**config.mk**
```make
export PLATFORM = sky130hd
export DESIGN_NAME = base64_stream_codec_unit
export DESIGN_NICKNAME = d
export VERILOG_FILES = /design/src/design/b64sc_pkg.sv /design/src/design/b64sc_front.sv /design/src/design/b64sc_queue.sv /design/src/design/b64sc_back.sv /design/src/design/base64_stream_codec_unit.sv
export SDC_FILE = /design/constraint.sdc
export NUM_CORES = 1
export LEC_CHECK = 0
export BUFFER_PORTS_ARGS = -buffer_cell sky130_fd_sc_hd__buf_4
export CAP_MARGIN = 5
export CORE_MARGIN = 2
export CORE_UTILIZATION = 60
export CTS_CLUSTER_DIAMETER = 80
export DETAILED_ROUTE_END_ITERATION = 12
export PLACE_DENSITY = 0.82
export SKIP_CTS_REPAIR_TIMING = 1
export SLEW_MARGIN = 20
export SYNTH_ARGS = -nofsm -noshare
export SYNTH_HDL_FRONTEND = slang
export SYNTH_SLANG_ARGS = --single-unit
```
**constraint.sdc**
```tcl
create_clock -name clk -period 8.73 [get_ports clk]
set_input_delay 1.746 -clock clk [delete_from_list [all_inputs] [get_ports clk]]
set_output_delay 1.746 -clock clk [all_outputs]
set_load 0.02 [all_outputs]
```
**src/design/b64sc_pkg.sv**
```systemverilog
// shared types, constants and alphabet functions for the base64 stream codec
package b64sc_pkg;

    // widths of the stream fields
    localparam int BYTE_W      = 8;
    localparam int SEXTET_W    = 6;
    localparam int COUNT_W     = 3;
    localparam int MAX_RESULTS = 4;
    localparam int SLOT_W      = $clog2(MAX_RESULTS);
    localparam int NRES_W      = $clog2(MAX_RESULTS + 1);

    // pad character '='
    localparam logic [BYTE_W-1:0] PAD_CHAR = 8'h3D;

    // direction codes of the mode register
    localparam logic MODE_ENCODE = 1'b0;
    localparam logic MODE_DECODE = 1'b1;

    // one classified input word: up to four result words ready to go out
    typedef struct packed {
        logic [NRES_W-1:0]                  num;
        logic [MAX_RESULTS-1:0][BYTE_W-1:0] bytes;
        logic                               empty;
        logic                               last;
    } b64sc_job_t;

    // sextet value to alphabet character
    function automatic logic [BYTE_W-1:0] enc_char(input logic [SEXTET_W-1:0] v);
        logic [BYTE_W-1:0] ch;
        begin
            if (v < 6'd26)
            begin
                ch = 8'h41 + {2'b00, v};
            end
            else if (v < 6'd52)
            begin
                ch = 8'h61 + {2'b00, v} - 8'd26;
            end
            else if (v < 6'd62)
            begin
                ch = 8'h30 + {2'b00, v} - 8'd52;
            end
            else if (v == 6'd62)
            begin
                ch = 8'h2B;
            end
            else
            begin
                ch = 8'h2F;
            end
            return ch;
        end
    endfunction

    // alphabet character to sextet, top bit set when not in the alphabet
    function automatic logic [SEXTET_W:0] dec_sextet(input logic [BYTE_W-1:0] ch);
        logic [SEXTET_W:0] r;
        begin
            if (ch >= 8'h41 && ch <= 8'h5A)
            begin
                r = {1'b0, 6'(ch - 8'h41)};
            end
            else if (ch >= 8'h61 && ch <= 8'h7A)
            begin
                r = {1'b0, 6'(ch - 8'h61 + 8'd26)};
            end
            else if (ch >= 8'h30 && ch <= 8'h39)
            begin
                r = {1'b0, 6'(ch - 8'h30 + 8'd52)};
            end
            else if (ch == 8'h2B)
            begin
                r = {1'b0, 6'd62};
            end
            else if (ch == 8'h2F)
            begin
                r = {1'b0, 6'd63};
            end
            else
            begin
                r = {1'b1, 6'd0};
            end
            return r;
        end
    endfunction

endpackage

```
**src/design/b64sc_front.sv**
```systemverilog
// front end: takes input words, tracks the bit residual and builds result jobs
module b64sc_front (
    input  logic                          clk,
    input  logic                          rst_n,
    input  logic                          cfg_wr_en,
    input  logic                          cfg_wr_data,
    input  logic                          in_valid,
    input  logic [b64sc_pkg::BYTE_W-1:0]  in_byte,
    input  logic                          in_last,
    output logic                          in_ready,
    output logic                          job_valid,
    output b64sc_pkg::b64sc_job_t         job,
    input  logic                          job_ready
);
    import b64sc_pkg::*;

    logic                 mode_reg;
    logic [SEXTET_W-1:0]  res_bits_reg, res_bits_next;
    logic [COUNT_W-1:0]   res_count_reg, res_count_next;
    logic                 halted_reg, halted_next;

    logic [COUNT_W-1:0]   cnt;
    logic [3:0]           enc_total;
    logic [13:0]          enc_acc;
    logic                 enc_two;
    logic [COUNT_W-1:0]   enc_rem;
    logic [SEXTET_W-1:0]  enc_rem_bits;
    logic [SEXTET_W:0]    sx;
    logic [3:0]           dec_total;
    logic [11:0]          dec_acc;
    logic                 dec_emit;
    logic [COUNT_W-1:0]   dec_rem;
    logic [SEXTET_W-1:0]  dec_rem_bits;
    logic                 accept;

    assign in_ready  = job_ready;
    assign accept    = in_valid && in_ready;
    assign job_valid = in_valid && (job.num != '0);

    // residual arithmetic for both directions
    always_comb
    begin
        cnt          = (res_count_reg > 3'd6) ? 3'd6 : res_count_reg;
        enc_total    = {1'b0, cnt} + 4'd8;
        enc_acc      = {res_bits_reg, in_byte};
        enc_two      = (enc_total >= 4'd12);
        enc_rem      = enc_two ? 3'(enc_total - 4'd12) : 3'(enc_total - 4'd6);
        enc_rem_bits = 6'(enc_acc & ((14'd1 << enc_rem) - 14'd1));
        sx           = dec_sextet(in_byte);
        dec_total    = {1'b0, cnt} + 4'd6;
        dec_acc      = {res_bits_reg, sx[SEXTET_W-1:0]};
        dec_emit     = (dec_total >= 4'd8);
        dec_rem      = dec_emit ? 3'(dec_total - 4'd8) : 3'(dec_total);
        dec_rem_bits = 6'(dec_acc & ((12'd1 << dec_rem) - 12'd1));
    end

    // job contents and next residual state
    always_comb
    begin
        job            = '0;
        res_bits_next  = res_bits_reg;
        res_count_next = res_count_reg;
        halted_next    = halted_reg;
        if (mode_reg == MODE_ENCODE)
        begin
            job.bytes[0] = enc_char(6'(enc_acc >> (enc_total - 4'd6)));
            job.num      = 3'd1;
            if (enc_two)
            begin
                job.bytes[1] = enc_char(6'(enc_acc >> (enc_total - 4'd12)));
                job.num      = 3'd2;
            end
            if (in_last && enc_rem != 3'd0)
            begin
                job.bytes[job.num[SLOT_W-1:0]] =
                    enc_char(6'(enc_rem_bits << (3'd6 - enc_rem)));
                job.num = job.num + 3'd1;
                // one or two pad characters while room remains
                if (job.num < 3'(MAX_RESULTS))
                begin
                    job.bytes[job.num[SLOT_W-1:0]] = PAD_CHAR;
                    job.num = job.num + 3'd1;
                end
                if (enc_rem == 3'd2 && job.num < 3'(MAX_RESULTS))
                begin
                    job.bytes[job.num[SLOT_W-1:0]] = PAD_CHAR;
                    job.num = job.num + 3'd1;
                end
            end
            res_bits_next  = enc_rem_bits;
            res_count_next = enc_rem;
        end
        else
        begin
            if (!halted_reg)
            begin
                if (sx[SEXTET_W])
                begin
                    halted_next = 1'b1;
                end
                else
                begin
                    if (dec_emit)
                    begin
                        job.bytes[0] = 8'(dec_acc >> (dec_total - 4'd8));
                        job.num      = 3'd1;
                    end
                    res_bits_next  = dec_rem_bits;
                    res_count_next = dec_rem;
                end
            end
            // the last word always yields a result
            if (in_last && job.num == '0)
            begin
                job.num   = 3'd1;
                job.empty = 1'b1;
            end
        end
        if (in_last)
        begin
            job.last       = 1'b1;
            res_bits_next  = '0;
            res_count_next = '0;
            halted_next    = 1'b0;
        end
    end

    // mode and residual registers
    always_ff @(posedge clk or negedge rst_n)
    begin
        if (!rst_n)
        begin
            mode_reg      <= MODE_ENCODE;
            res_bits_reg  <= '0;
            res_count_reg <= '0;
            halted_reg    <= 1'b0;
        end
        else if (cfg_wr_en)
        begin
            mode_reg      <= cfg_wr_data;
            res_bits_reg  <= '0;
            res_count_reg <= '0;
            halted_reg    <= 1'b0;
        end
        else if (accept)
        begin
            res_bits_reg  <= res_bits_next;
            res_count_reg <= res_count_next;
            halted_reg    <= halted_next;
        end
    end

endmodule

```
**src/design/b64sc_queue.sv**
```systemverilog
// two-entry job queue between front end and back end
module b64sc_queue (
    input  logic                   clk,
    input  logic                   rst_n,
    input  logic                   push,
    input  b64sc_pkg::b64sc_job_t  push_job,
    output logic                   not_full,
    output logic                   not_empty,
    input  logic                   pop,
    output b64sc_pkg::b64sc_job_t  head_job
);
    import b64sc_pkg::*;

    b64sc_job_t  store_reg [2];
    logic        wr_ptr_reg;
    logic        rd_ptr_reg;
    logic [1:0]  fill_reg;
    logic        do_push;
    logic        do_pop;

    assign not_full  = (fill_reg != 2'd2);
    assign not_empty = (fill_reg != 2'd0);
    assign do_push   = push && not_full;
    assign do_pop    = pop && not_empty;
    assign head_job  = store_reg[rd_ptr_reg];

    // entry storage
    always_ff @(posedge clk)
    begin
        if (do_push)
        begin
            store_reg[wr_ptr_reg] <= push_job;
        end
    end

    // pointers and fill level
    always_ff @(posedge clk or negedge rst_n)
    begin
        if (!rst_n)
        begin
            wr_ptr_reg <= 1'b0;
            rd_ptr_reg <= 1'b0;
            fill_reg   <= 2'd0;
        end
        else
        begin
            if (do_push)
            begin
                wr_ptr_reg <= ~wr_ptr_reg;
            end
            if (do_pop)
            begin
                rd_ptr_reg <= ~rd_ptr_reg;
            end
            if (do_push && !do_pop)
            begin
                fill_reg <= fill_reg + 2'd1;
            end
            else if (do_pop && !do_push)
            begin
                fill_reg <= fill_reg - 2'd1;
            end
        end
    end

endmodule

```
**src/design/b64sc_back.sv**
```systemverilog
// back end: holds one job and sends its result words one per cycle while out_ready is high
module b64sc_back (
    input  logic                          clk,
    input  logic                          rst_n,
    input  logic                          job_valid,
    input  b64sc_pkg::b64sc_job_t         job,
    output logic                          job_take,
    output logic                          out_valid,
    input  logic                          out_ready,
    output logic [b64sc_pkg::BYTE_W-1:0]  out_byte,
    output logic                          out_empty,
    output logic                          out_last
);
    import b64sc_pkg::*;

    b64sc_job_t          job_reg;
    logic [SLOT_W-1:0]   idx_reg;
    logic                busy_reg;
    logic                final_word;
    logic                sent;

    assign final_word = (idx_reg == SLOT_W'(job_reg.num - 3'd1));
    assign sent       = busy_reg && out_ready;
    assign job_take   = job_valid && (!busy_reg || (sent && final_word));

    assign out_valid  = busy_reg;
    assign out_byte   = job_reg.bytes[idx_reg];
    assign out_empty  = job_reg.empty;
    assign out_last   = job_reg.last && final_word;

    // job payload
    always_ff @(posedge clk)
    begin
        if (job_take)
        begin
            job_reg <= job;
        end
    end

    // word index and busy flag
    always_ff @(posedge clk or negedge rst_n)
    begin
        if (!rst_n)
        begin
            idx_reg  <= '0;
            busy_reg <= 1'b0;
        end
        else if (job_take)
        begin
            idx_reg  <= '0;
            busy_reg <= 1'b1;
        end
        else if (sent)
        begin
            if (final_word)
            begin
                busy_reg <= 1'b0;
            end
            else
            begin
                idx_reg <= idx_reg + SLOT_W'(1);
            end
        end
    end

endmodule

```
**src/design/base64_stream_codec_unit.sv**
```systemverilog
// top level of the base64 stream codec: front end, job queue and back end
// Base64 (standard alphabet) codec on a byte stream. cfg_wr_data selects the
// direction (0 encode, 1 decode); a write also drops any message in progress.
// The front end takes one input word per cycle whenever the two-entry job
// queue has room, and the back end sends one result word per cycle while
// m_axis_tready is high. Encoding gives one or two characters per byte (four
// characters per three bytes) and up to four on the word marked tlast;
// decoding gives at most one byte per character. Each result passes through
// a queue entry and then the back end's job register before it goes out.
module base64_stream_codec_unit (
    input  logic        clk,
    input  logic        rst_n,
    input  logic        cfg_wr_en,
    input  logic        cfg_wr_data,     // decode_mode
    input  logic        s_axis_tvalid,
    output logic        s_axis_tready,
    input  logic [7:0]  s_axis_tdata,    // [7:0] data_byte
    input  logic        s_axis_tlast,    // end_of_message
    output logic        m_axis_tvalid,
    input  logic        m_axis_tready,
    output logic [7:0]  m_axis_tdata,    // [7:0] out_byte
    output logic        m_axis_tuser,    // [0] out_empty
    output logic        m_axis_tlast     // out_last
);
    import b64sc_pkg::*;

    b64sc_job_t  front_job;
    b64sc_job_t  head_job;
    logic        front_valid;
    logic        q_not_full;
    logic        q_not_empty;
    logic        back_take;

    // input classification
    b64sc_front u_front (
        .clk         (clk),
        .rst_n       (rst_n),
        .cfg_wr_en   (cfg_wr_en),
        .cfg_wr_data (cfg_wr_data),
        .in_valid    (s_axis_tvalid),
        .in_byte     (s_axis_tdata),
        .in_last     (s_axis_tlast),
        .in_ready    (s_axis_tready),
        .job_valid   (front_valid),
        .job         (front_job),
        .job_ready   (q_not_full)
    );

    // decoupling queue
    b64sc_queue u_queue (
        .clk       (clk),
        .rst_n     (rst_n),
        .push      (front_valid),
        .push_job  (front_job),
        .not_full  (q_not_full),
        .not_empty (q_not_empty),
        .pop       (back_take),
        .head_job  (head_job)
    );

    // result sequencing
    b64sc_back u_back (
        .clk       (clk),
        .rst_n     (rst_n),
        .job_valid (q_not_empty),
        .job       (head_job),
        .job_take  (back_take),
        .out_valid (m_axis_tvalid),
        .out_ready (m_axis_tready),
        .out_byte  (m_axis_tdata),
        .out_empty (m_axis_tuser),
        .out_last  (m_axis_tlast)
    );

endmodule
```
==> flow_metrics.py <==
metrics = {
    "synth": {
        "syn-num-nets": 863,
        "ys_seq_area_frac": 0.389,
        "synthTopCellsByCount": "edfxtp_1 (87), nand2_1 (59), a21oi_1 (58)",
        "synth_warnings": 0,
        "syn_area_per_cell_sq_um": 9.85,
        "syn_area_sq_um": 7870,
        "async_flop_share": 0.171,
        "ys_types": 80,
        "synth_top_area_share": 0.332,
        "yosysMostFrequentCell": "edfxtp_1",
        "ys.flop_type": "edfxtp_1",
        "ys_ff_latch": 105,
        "synth_edf_count": 87,
        "synth_cells": 799,
        "synth_top_cell_by_area": "edfxtp_1",
        "synthTopCellsByArea": "edfxtp_1 (33%), ha_1 (7.6%), dfrtp_1 (5.7%)",
    },
    "placed_design": {
        "globalplace.congestion": 0.981,
        "io_buffers": 26,
        "dp_hpwl_um": 15300,
    },
    "routing": {
        "routed_wl_um": 21500,
        "drc_errors": 0,
        "vias": 6668,
        "drtIter0Drc": 1304,
        "drtPass1Iterations": 5,
        "ant_nets": 0,
        "vias_per_cell": 6.85,
        "avgRoutedWirePerCell_um": 22.1,
    },
    "timing": {
        "maxSlewViolCount": 0,
        "final_hold_viol_count": 0,
        "setup_viol": 0,
        "fmax_mhz": 168,
        "rsz0062_at_grt": "no",
        "min_period_ns": 5.96,
        "fin_tns_setup_ns": 0,
        "worstMarginPinSlew_ns": 0.959,
        "finalClockSkew_ns": 0.0121,
        "finalCritPeriodShare": 0.683,
        "relSlewSlack": 0.357,
    },
    "critical_path": {
        "slowest_delay_ns": 0.85,
        "critPathMaxFanout": 28,
        "critPathKind": "flip-flop to flip-flop",
        "critPathBufInv": 2,
        "worst-endpoint-required_ns": 8.79,
        "cpLargestDelayFamily": "compound AO/OA/AOI/OAI gates",
        "path_cells": "ha_1 > nand2b_4 > inv_2 > ha_1 > nor4_1 > a21oi_1 > o31ai_1 > nor2_1 > a21oi_1 > clkinv_1 > ha_1 > and2_1 > a31oi_1 > nand2_1 > a221oi_1 > mux2_2 > o32ai_1",
        "cp-end-kind": "flip-flop",
        "cp.arrival_ns": 6.02,
        "worst_path_max_delay_cell": "dfrtp_1",
        "cp_common_cell": "ha_1",
        "cp-start-kind": "flip-flop",
    },
    "layout": {
        "antennaDiodeCount": 0,
        "area_growth_pct": 7.44,
        "largest_reg_flops": 58,
        "nNetsFinal": 860,
        "post-route-util": 0.664,
        "drive_gt1_frac": 0.141,
    },
    "clocking": {
        "worstSkewPairLatency_ns": 0.34,
        "path_clk_slew_ns": 0.08,
        "tritoncts": "built",
        "cts-buffers-inserted": 9,
        "cts_root_buf": "clkbuf_16",
        "cts.sinks": 105,
        "clockBufferDepth": 2,
        "cts_max_level": 3,
    },
    "grt": {
        "grt_util_all_layers": 0.302,
        "overflow": 0,
        "grt_pass1_wl_um": 33700,
        "grt_pass1_vias": 6102,
        "grt_max_degree": 35,
        "antenna_found_initial": 0,
    },
    "hold_path": {
        "hold_path.class": "flip-flop to flip-flop",
    },
    "floorplanning": {
        "die_x_um": 119,
        "io_pins": 27,
        "std_cell_rows": 41,
        "fp.dieArea_sq_um": 14000,
        "core_sq_um": 12700,
        "die_height_um": 119,
        "start_util": 0.618,
    },
    "power_and_ir_drop": {
        "irDropWorstVdd_uv": 125,
        "p_leak_uw": 0.00318,
        "p_per_area_nw_per_um2": 261,
    },
    "status": {
        "status": "finished, final reports clean",
    },
    "job": {
        "cap_violations": 0,
    },
}
-- worst register-to-register path, delay by kind of cell, from the launching register on --
kind | cells | cell delay, ns
compound gates | 6 | 1.41
buf+inv | 2 | 0.60
flops | 1 | 0.85
fa+ha+maj | 3 | 1.37
mux | 1 | 0.22
simple gates | 5 | 1.22
-- through the flow --
| step | cells | hold WS, ns | cell area, sq um | power (uW) | setup slack [ns] |
|---|---|---|---|---|---|
| after floorplan | 799 | 0.454 | 7870 | 1500 | 2.62 |
| after global placement | 957 | 0.469 | 8130 | 1730 | 2.97 |
| after detailed placement | 957 | 0.490 | 8130 | 1770 | 2.97 |
| after CTS | 973 | 0.503 | 8450 | 2200 | 2.92 |
| after global routing | 973 | 0.523 | 8450 | 2320 | 2.40 |
| final | 973 | 0.499 | 8450 | 2210 | 2.77 |
-- layout make-up --
class | count | area (sq um)
multi-input combinational | 605 | 4440
fill | 970 | 4270
sequential | 105 | 3060
timing repair buffer | 34 | 255
clock buffer | 9 | 225
tap | 172 | 215
inverter | 41 | 154
clock inverter | 7 | 101
-- kinds of logic after synthesis --
| family | Yosys count | share of synthesized area |
|---|---|---|
| AND/OR/NAND/NOR | 236 | 0.159 |
| AO/OA/AOI/OAI | 230 | 0.198 |
| flip-flops | 105 | 0.389 |
| buffers and inverters | 89 | 0.0475 |
| multiplexers | 64 | 0.0983 |
| adder cells (fa/ha/maj) | 49 | 0.0789 |
| XOR/XNOR | 26 | 0.0289 |
-- power breakdown --
part / internal [uW] / switching (uW) / total (uW)
Sequential: 716 / 77.9 / 794
Clock: 232 / 187 / 419
Combinational: 385 / 613 / 998
Total: 1330 / 878 / 2210
-- path summary, 6_finish.rpt --
path                                                from                        to  slack [ns]  cells past startpoint
worst max-delay path            u_front.res_count_reg[1]  u_queue.store_reg[0][14]        2.77                     17
worst min-delay path                 u_queue.fill_reg[1]       u_queue.fill_reg[1]        0.50                      1
worst max register to register  u_front.res_count_reg[1]  u_queue.store_reg[0][14]        2.77                     17
worst min register to register       u_queue.fill_reg[1]       u_queue.fill_reg[1]        0.50                      1
max in group asynchronous                          rst_n   u_front.res_bits_reg[5]        7.26                      1
min in group asynchronous                          rst_n          u_back.out_valid        1.26                      1
-- cell usage in the layout (no fill, tap or decap), types with 6 or more instances in the layout --
cell / synthesis / layout
a211oi_1: 9 / 9
a21o_1: 8 / 8
a21oi_1: 58 / 57
a221oi_1: 7 / 7
a22o_1: 6 / 6
a22oi_1: 6 / 6
a31oi_1: 8 / 8
and2_1: 8 / 8
and3_1: 7 / 7
buf_4: 1 / 34
clkbuf_16: 0 / 9
dfrtp_1: 18 / 18
edfxtp_1: 87 / 87
ha_1: 48 / 48
inv_1: 38 / 38
mux2_2: 36 / 36
mux2i_1: 21 / 21
mux4_2: 7 / 7
nand2_1: 59 / 59
nand2b_1: 16 / 16
nand3_1: 17 / 17
nor2_1: 45 / 45
nor2b_1: 12 / 12
nor3_1: 21 / 20
o211ai_1: 13 / 13
o21ai_0: 37 / 37
o22ai_1: 11 / 11
o31ai_1: 12 / 12
xnor2_1: 18 / 18
xor2_1: 8 / 8
-- layer usage --
layer | share of wire | global-route usage
met1 | 0.43 | 0.439
met2 | 0.47 | 0.482
met3 | 0.083 | 0.0372
met4 | 0.022 | 0.0759
met5 | 0 | 0
No activity file was read; power rests on OpenSTA's default activity.
